<file path="src/rtl/core/bpc_pkg.sv">
// Shared types, constants and codes for the breakpoint pass count unit.
package bpc_pkg;

  localparam int NUM_ENTRIES_DEF = 8;
  localparam int COUNT_BITS_DEF  = 16;
  localparam int ADDR_W          = 16;
  localparam int LIMIT_W         = 16;
  localparam int IDXF_W          = 3;

  typedef enum logic {
    CMD_CHECK   = 1'b0,
    CMD_PROGRAM = 1'b1
  } command_t;

  typedef struct packed {
    logic              command;
    logic [ADDR_W-1:0] pc_address;
    logic [IDXF_W-1:0] entry_index;
    logic [ADDR_W-1:0] entry_address;
    logic [LIMIT_W-1:0] entry_limit;
    logic              entry_set;
    logic              entry_enabled;
  } in_item_t;

  typedef struct packed {
    logic              hit;
    logic [IDXF_W-1:0] hit_index;
  } out_item_t;

  typedef enum logic [1:0] {
    ST_IDLE,
    ST_SCAN,
    ST_RESULT
  } state_t;

  // controller -> datapath
  typedef struct packed {
    logic load_item;  // transaction accepted this cycle
    logic prog_wr;    // program transaction: write entry now
    logic eval;       // evaluate current scan entry
  } ctl_cmd_t;

  // datapath -> controller
  typedef struct packed {
    logic prog_req;   // incoming transaction is a program command
    logic bp_on;      // global enable
    logic hit;        // current entry hits
    logic last;       // current entry is the last one
  } ctl_status_t;

endpackage

</file>
<file path="src/rtl/core/bpc_ram.sv">
// Generic single write port, single read port RAM with registered read.
module bpc_ram import bpc_pkg::*; #(
  parameter int WIDTH = ADDR_W,
  parameter int DEPTH = NUM_ENTRIES_DEF,
  localparam int AW   = (DEPTH > 1) ? $clog2(DEPTH) : 1
) (
  input  logic             clk,
  input  logic             we,
  input  logic [AW-1:0]    waddr,
  input  logic [WIDTH-1:0] wdata,
  input  logic [AW-1:0]    raddr,
  output logic [WIDTH-1:0] rdata
);

  logic [WIDTH-1:0] mem [DEPTH];
  logic [WIDTH-1:0] rdata_r;

  always_ff @(posedge clk) begin
    if (we) begin
      mem[waddr] <= wdata;
    end
    rdata_r <= mem[raddr];
  end

  assign rdata = rdata_r;

endmodule

</file>
<file path="src/rtl/core/bpc_datapath.sv">
// Breakpoint table storage, scan compare and saturating pass counters.
module bpc_datapath import bpc_pkg::*; #(
  parameter int NUM_ENTRIES = NUM_ENTRIES_DEF,
  parameter int COUNT_BITS  = COUNT_BITS_DEF
) (
  input  logic        clk,
  input  logic        rst_n,
  input  in_item_t    in_data,
  input  logic        cfg_we,
  input  logic        cfg_wdata,
  input  ctl_cmd_t    cmd,
  output ctl_status_t stat,
  output out_item_t   out_data
);

  localparam int IDX_W   = (NUM_ENTRIES > 1) ? $clog2(NUM_ENTRIES) : 1;
  localparam int ENTRY_W = ADDR_W + LIMIT_W + COUNT_BITS + 2;
  localparam int CMP_W   = (COUNT_BITS > LIMIT_W) ? COUNT_BITS : LIMIT_W;

  logic                   bp_on_r;
  logic [ADDR_W-1:0]      pc_r;
  logic [IDX_W-1:0]       ek_r;
  logic [NUM_ENTRIES-1:0] valid_r;
  logic                   res_hit_r;
  logic [IDXF_W-1:0]      res_idx_r;

  logic                   ram_we;
  logic [IDX_W-1:0]       ram_waddr;
  logic [ENTRY_W-1:0]     ram_wdata;
  logic [IDX_W-1:0]       ram_raddr;
  logic [ENTRY_W-1:0]     ram_rdata;
  logic [ENTRY_W-1:0]     entry;

  logic [ADDR_W-1:0]      e_addr;
  logic [LIMIT_W-1:0]     e_limit;
  logic [COUNT_BITS-1:0]  e_run;
  logic                   e_set;
  logic                   e_en;
  logic [COUNT_BITS-1:0]  run_inc;
  logic [COUNT_BITS-1:0]  run_wb;
  logic                   match;
  logic                   hit_now;
  logic                   last;
  logic                   idx_ok;

  bpc_ram #(
    .WIDTH (ENTRY_W),
    .DEPTH (NUM_ENTRIES)
  ) u_table (
    .clk   (clk),
    .we    (ram_we),
    .waddr (ram_waddr),
    .wdata (ram_wdata),
    .raddr (ram_raddr),
    .rdata (ram_rdata)
  );

  // entries never programmed read as all zero
  assign entry   = valid_r[ek_r] ? ram_rdata : '0;
  assign e_addr  = entry[ENTRY_W-1 -: ADDR_W];
  assign e_limit = entry[COUNT_BITS+2 +: LIMIT_W];
  assign e_run   = entry[2 +: COUNT_BITS];
  assign e_set   = entry[1];
  assign e_en    = entry[0];

  assign run_inc = (e_run == '1) ? e_run : e_run + COUNT_BITS'(1);
  assign run_wb  = hit_now ? COUNT_BITS'(0) : run_inc;
  assign match   = e_set && e_en && (e_addr == pc_r);
  assign hit_now = match && (CMP_W'(run_inc) >= CMP_W'(e_limit));
  assign last    = (ek_r == IDX_W'(NUM_ENTRIES - 1));
  assign idx_ok  = (32'(in_data.entry_index) < NUM_ENTRIES);

  always_comb begin
    ram_we    = 1'b0;
    ram_waddr = ek_r;
    ram_wdata = {e_addr, e_limit, run_wb, e_set, e_en};
    if (cmd.prog_wr) begin
      ram_we    = idx_ok;
      ram_waddr = IDX_W'(in_data.entry_index);
      ram_wdata = {in_data.entry_address, in_data.entry_limit, COUNT_BITS'(0),
                   in_data.entry_set, in_data.entry_enabled};
    end else if (cmd.eval && match) begin
      ram_we = 1'b1;
    end
  end

  // prefetch the next entry while the current one is evaluated
  assign ram_raddr = (cmd.eval && !last) ? ek_r + IDX_W'(1) : '0;

  always_ff @(posedge clk) begin
    if (!rst_n) begin
      bp_on_r   <= 1'b0;
      valid_r   <= '0;
      res_hit_r <= 1'b0;
      res_idx_r <= '0;
    end else begin
      if (cfg_we) begin
        bp_on_r <= cfg_wdata;
      end
      if (cmd.prog_wr && idx_ok) begin
        valid_r[IDX_W'(in_data.entry_index)] <= 1'b1;
      end
      if (cmd.load_item) begin
        res_hit_r <= 1'b0;
        res_idx_r <= '0;
      end else if (cmd.eval && hit_now) begin
        res_hit_r <= 1'b1;
        res_idx_r <= IDXF_W'(ek_r);
      end
    end
  end

  always_ff @(posedge clk) begin
    if (cmd.load_item) begin
      pc_r <= in_data.pc_address;
      ek_r <= '0;
    end else if (cmd.eval) begin
      ek_r <= ek_r + IDX_W'(1);
    end
  end

  assign stat.prog_req = (in_data.command == CMD_PROGRAM);
  assign stat.bp_on    = bp_on_r;
  assign stat.hit      = hit_now;
  assign stat.last     = last;

  assign out_data.hit       = res_hit_r;
  assign out_data.hit_index = res_idx_r;

  a_hit_captured: assert property (@(posedge clk) disable iff (!rst_n)
    (cmd.eval && hit_now) |=> res_hit_r)
    else $error("hit found in scan not captured");

  a_nohit_zero_idx: assert property (@(posedge clk) disable iff (!rst_n)
    !res_hit_r |-> (res_idx_r == '0))
    else $error("hit index nonzero without hit");

endmodule

</file>
<file path="src/rtl/core/bpc_controller.sv">
// Sequencing state machine: accept, scan entries, present result.
module bpc_controller import bpc_pkg::*; (
  input  logic        clk,
  input  logic        rst_n,
  input  logic        start,
  output logic        busy,
  output logic        out_valid,
  input  ctl_status_t stat,
  output ctl_cmd_t    cmd
);

  state_t state_r, state_nxt;
  logic   accept;

  assign accept = start && (state_r == ST_IDLE);

  always_comb begin
    state_nxt = state_r;
    unique case (state_r)
      ST_IDLE: begin
        if (start) begin
          if (stat.prog_req || !stat.bp_on) begin
            state_nxt = ST_RESULT;
          end else begin
            state_nxt = ST_SCAN;
          end
        end
      end
      ST_SCAN: begin
        if (stat.hit || stat.last) begin
          state_nxt = ST_RESULT;
        end
      end
      ST_RESULT: begin
        state_nxt = ST_IDLE;
      end
      default: state_nxt = ST_IDLE;
    endcase
  end

  always_comb begin
    cmd       = '0;
    busy      = 1'b1;
    out_valid = 1'b0;
    unique case (state_r)
      ST_IDLE: begin
        busy          = 1'b0;
        cmd.load_item = accept;
        cmd.prog_wr   = accept && stat.prog_req;
      end
      ST_SCAN: begin
        cmd.eval = 1'b1;
      end
      ST_RESULT: begin
        out_valid = 1'b1;
      end
      default: begin
        busy = 1'b1;
      end
    endcase
  end

  always_ff @(posedge clk) begin
    if (!rst_n) begin
      state_r <= ST_IDLE;
    end else begin
      state_r <= state_nxt;
    end
  end

  a_accept_busy: assert property (@(posedge clk) disable iff (!rst_n)
    accept |=> busy)
    else $error("transaction accepted but block not busy next cycle");

  a_result_once: assert property (@(posedge clk) disable iff (!rst_n)
    out_valid |=> (!out_valid && !busy))
    else $error("result strobe not followed by idle");

  a_no_write_in_scan: assert property (@(posedge clk) disable iff (!rst_n)
    cmd.eval |-> !(cmd.prog_wr || cmd.load_item))
    else $error("program write during scan");

endmodule

</file>
<file path="src/rtl/core/breakpoint_pass_count_unit.sv">
// Top level of the breakpoint pass count unit.
//
// Debug breakpoint table with pass counts. A transaction is accepted at a
// clock edge where start is high and busy is low; in_data carries it.
// A program command writes one table entry and clears its running count.
// A check command compares pc_address against the entries in index order,
// one entry per cycle (the table RAM's single read port sets this pace).
// Every transaction produces exactly one result on out_data, flagged by a
// one-cycle out_valid strobe; the receiver cannot stall it.
// The strobe comes in the cycle after the accept edge for a program command
// or while the global enable is off; for a check it comes after k entries
// (1..NUM_ENTRIES) are scanned, up to the hit or the last entry. busy drops
// the cycle after the strobe; no new transaction is accepted before then.
// cfg_we/cfg_wdata write the global enable at any edge; write only while
// idle. Synchronous reset (rst_n low) clears the enable and all entries;
// entries are tracked by valid flags, so no clearing pass is needed.
module breakpoint_pass_count_unit import bpc_pkg::*; #(
  parameter int NUM_ENTRIES = NUM_ENTRIES_DEF,
  parameter int COUNT_BITS  = COUNT_BITS_DEF
) (
  input  logic      clk,
  input  logic      rst_n,
  input  logic      start,
  output logic      busy,
  input  in_item_t  in_data,
  output logic      out_valid,
  output out_item_t out_data,
  input  logic      cfg_we,
  input  logic      cfg_wdata
);

  ctl_cmd_t    cmd;
  ctl_status_t stat;

  bpc_controller u_ctrl (
    .clk       (clk),
    .rst_n     (rst_n),
    .start     (start),
    .busy      (busy),
    .out_valid (out_valid),
    .stat      (stat),
    .cmd       (cmd)
  );

  bpc_datapath #(
    .NUM_ENTRIES (NUM_ENTRIES),
    .COUNT_BITS  (COUNT_BITS)
  ) u_dp (
    .clk       (clk),
    .rst_n     (rst_n),
    .in_data   (in_data),
    .cfg_we    (cfg_we),
    .cfg_wdata (cfg_wdata),
    .cmd       (cmd),
    .stat      (stat),
    .out_data  (out_data)
  );

endmodule
</file>
<file path="config.mk">
export PLATFORM = sky130hd
export DESIGN_NAME = breakpoint_pass_count_unit
export DESIGN_NICKNAME = d
export VERILOG_FILES = /design/src/rtl/core/bpc_pkg.sv /design/src/rtl/core/bpc_ram.sv /design/src/rtl/core/bpc_datapath.sv /design/src/rtl/core/bpc_controller.sv /design/src/rtl/core/breakpoint_pass_count_unit.sv
export SDC_FILE = /design/constraint.sdc
export NUM_CORES = 1
export LEC_CHECK = 0
export ABC_AREA = 1
export ABC_CLOCK_PERIOD_IN_PS = 14800
export BUFFER_PORTS_ARGS = -buffer_cell sky130_fd_sc_hd__buf_2
export CORE_ASPECT_RATIO = 1.1
export CORE_MARGIN = 5
export CORE_UTILIZATION = 34
export DETAILED_ROUTE_END_ITERATION = 7
export GPL_ROUTABILITY_DRIVEN = 0
export PLACE_DENSITY_LB_ADDON = 0.15
export SLEW_MARGIN = 30
export SYNTH_ARGS = -nofsm -noshare
export SYNTH_HDL_FRONTEND = slang
export SYNTH_SLANG_ARGS = --single-unit
</file>
<file path="constraint.sdc">
create_clock -name clk -period 14.8 [get_ports clk]
set_input_delay 1.48 -clock clk [delete_from_list [all_inputs] [get_ports clk]]
set_output_delay 1.48 -clock clk [all_outputs]
set_load 0.03 [all_outputs]
</file>
==> results.yml <==
power:
  p_seq_share_pct: 50.9
  p_clk_share_pct: 43.9
  peakVddDrop_v: 0.0000870
  power_frac_comb_pct: 5.2
  switching_share_pct: 22.0
  leakagePower_nw: 8.18
  p_per_area_nw_per_um2: 131
  switchingPower_mw: 0.661
  p_int_mw: 2.34
global_route:
  grt_max_degree: 105
  grt_pass1_wl_um: 77700
  grt_pass1_vias: 12800
  grt_util_all_layers_pct: 15.7
  overflow: 0
  antenna_found_initial: 1
route:
  drtIter0Drc: 948
  first_pass_iters: 7
  drt-vias-per-instance: 5.07
  avgRoutedWirePerCell_um: 20.2
  drc: 0
  wl_um: 50900
  via_count: 12700
  drt.antenna.violating_nets: 0
timing:
  max-slew-margin-rel_pct: 33.0
  worst_pin_slew_ps: 994
  setup_ws_ps: 9680
  layout_min_cycle_time_ps: 5120
  layout_worst_path_cycle_share_pct: 34.6
  setup_viol: 0
  rsz0062_at_grt: "false"
  fin_skew_ps: 17.2
  slew_violations: 0
  max_freq_mhz: 195
  hold_violations: 0
  fin_tns_setup_ps: 0
critical_path:
  crit_type: "flip-flop to flip-flop"
  path_max_fanout: 33
  r2r.worst_path.cells: 22
  critical_path_required_ps: 15130
  crit_arrival_ps: 5450
  critical_path.endpoint_type: "flip-flop"
  cp-start-kind: "flip-flop"
floorplan:
  die-area_sq_um: 63800
  rows: 93
  die-width_um: 241
  core_area_sq_um: 58400
  initial_core_util_pct: 34.3
  die_h_um: 264
  io_pins: 65
synthesis:
  synth_top_cell_by_area: "edfxtp_1"
  synth.yosys.seq_area_share_pct: 69.2
  ys_seq_elements: 484
  synth.most_common_cell: "edfxtp_1"
  synth_area_leaders: "edfxtp_1 62%, dfxtp_1 6.8%, nor2_1 4.9%, o21ai_0 3.7%, nand2_1 3.3%"
  avgSynthCellArea_sq_um: 12.1
  synthArstFlopShare_pct: 0
  synth-edff-count: 416
  netlist.area_leader.share_pct: 62.4
  synth.distinct_cells: 41
  synth_ff_type: "edfxtp_1"
  ys_warn_count: 0
  syn-instance-count: 1660
  synth_common_cells: "416 x edfxtp_1, 261 x nor2_1, 175 x nand2_1"
  syn_nets: 1738
  synth_area_sq_um: 20000
finish:
  area_growth_pct: 14.2
  nFillCells: 5577
  fin_util_pct: 39.1
  drive_gt1_share_pct: 15.0
  nets: 1784
placement:
  portBuffers: 64
  hpwl_um: 27900
  post-place-ws_ps: 9670
min_path:
  worstHoldPathCells: 2
  hold_path.class: "flip-flop to flip-flop"
clock_tree:
  clkLatencyLatePin_ps: 610
  htree_levels: 2
  clk_pin_slew_ps: 60
  cts_buffer_depth: 3
  cts_hold_buffers: 0
  postCtsSetupBuffers: 0
  clock-sinks: 484
  cts_tree: "built"
  cts_buffers: 53
  cts_root_buf: "clkbuf_16"
  postCtsResizedCells: 0
job:
  max_cap_viol_count: 0
outcome:
  status: "finished, final reports clean"
-- worst max-delay path: stages, from the launching register on --
cell	delay (ps)
dfxtp_1	470
inv_2	110
nand2_1	90
nand3_2	80
nand3_4	360
nand2_8	200
inv_4	360
nand3_1	160
nand3b_1	280
nor3_4	310
nand2_1	70
o21ai_0	110
inv_1	70
ha_1	290
a21oi_1	150
o21ai_0	140
nand2_1	90
o211ai_1	90
nand2_1	70
nand3_1	350
nand2_4	270
nand2_8	150
a21oi_1	500
-- per-stage QoR --
stage	total power [mW]	area, sq um	cells	hold WS [ps]
floorplan	1.66	20000	1660	435
global placement	1.71	21100	2411	451
detailed placement	1.72	21100	2411	457
CTS	3.04	22800	2511	467
global route	3.12	22800	2512	492
finish	3.00	22800	2512	464
-- power groups by stage --
stage,Clock (mW),Sequential (mW),Combinational (mW)
after CTS,1.35,1.53,0.160
final,1.32,1.53,0.156
after global routing,1.42,1.53,0.176
after global placement,0,1.56,0.157
after floorplan,0,1.55,0.102
after detailed placement,0,1.56,0.159
-- per-layer routing --
| layer | vias up | GRT usage [%] | share of wire [%] |
|---|---|---|---|
| met2 | 261 | 25.7 | 47 |
| met1 | 6302 | 21.6 | 47 |
| li1 | 6100 | - | - |
| met5 | - | 0 | 0 |
| met3 | 77 | 2.28 | 4.1 |
| met4 | 0 | 4.96 | 2.5 |
-- sequential cells by signal (all words and copies together), names as in the netlist --
name / count
u_ctrl.state_r: 2
u_dp.bp_on_r: 1
u_dp.ek_r: 3
u_dp.pc_r: 16
u_dp.res_hit_r: 1
u_dp.res_idx_r: 3
u_dp.u_table.mem: 400
u_dp.u_table.rdata: 50
u_dp.valid_r: 8
-- area by class of cell --
cell class / count / area (sq um) / share of cell area, %
Sequential cell: 484 / 13900 / 60.7
Multi-Input combinational cell: 993 / 5470 / 24.0
Clock buffer: 81 / 1490 / 6.53
Tap cell: 760 / 951 / 4.16
Timing Repair Buffer: 86 / 493 / 2.16
Inverter: 88 / 338 / 1.48
Clock inverter: 19 / 240 / 1.05
Antenna cell: 1 / 2.50 / 0.0110
-- layout by cell type, fill, tap and decap left out, types with 2 or more instances in the layout --
| cell type | synthesis | layout |
|---|---|---|
| edfxtp_1 | 416 | 416 |
| nor2_1 | 261 | 253 |
| nand2_1 | 175 | 175 |
| o21ai_0 | 147 | 136 |
| inv_1 | 80 | 78 |
| dfxtp_1 | 68 | 68 |
| buf_2 | 10 | 64 |
| clkbuf_16 | 0 | 53 |
| o211ai_1 | 51 | 51 |
| a31oi_1 | 50 | 50 |
| o21bai_1 | 50 | 50 |
| or2_2 | 50 | 50 |
| o32ai_1 | 50 | 50 |
| nand3_1 | 41 | 41 |
| nand4_1 | 23 | 23 |
| clkbuf_1 | 71 | 22 |
| a21oi_1 | 21 | 21 |
| buf_4 | 3 | 20 |
| ha_1 | 19 | 19 |
| nor2_4 | 4 | 12 |
| o21ai_1 | 0 | 11 |
| a21oi_2 | 9 | 9 |
| xor2_1 | 7 | 7 |
| inv_2 | 6 | 7 |
| nor3_1 | 10 | 6 |
| clkbuf_8 | 0 | 6 |
| clkinv_2 | 0 | 6 |
| nand3_2 | 5 | 5 |
| clkinv_1 | 1 | 5 |
| nor3_2 | 1 | 5 |
| bufinv_16 | 0 | 5 |
| nor2_2 | 4 | 4 |
| xnor2_1 | 3 | 3 |
| inv_6 | 0 | 3 |
| nand2_8 | 2 | 2 |
| nand3_4 | 2 | 2 |
| nand2_2 | 2 | 2 |
| buf_6 | 5 | 2 |
-- cell families (layout without fill, tap and decap cells) --
logic type / count (synthesis) / count (layout) / share of synthesized area [%]
compound gates: 380 / 380 / 12.2
buf+inv: 183 / 274 / 3.81
other cells: 0 / 1 / 0
flops: 484 / 484 / 69.2
fa+ha+maj: 19 / 19 / 1.19
xor+xnor: 10 / 10 / 0.438
simple gates: 584 / 584 / 13.1
-- final timing paths --
check	endpoint	from	slack [ps]
worst min-delay path	u_dp.valid_r[7]	u_dp.valid_r[7]	460
worst max register to register	u_dp.u_table.mem[4][9]	u_dp.ek_r[0]	9680
worst max-delay path	u_dp.u_table.mem[4][9]	u_dp.ek_r[0]	9680
worst min register to register	u_dp.valid_r[7]	u_dp.valid_r[7]	460
Note: power is estimated with default switching activity, not from simulation.
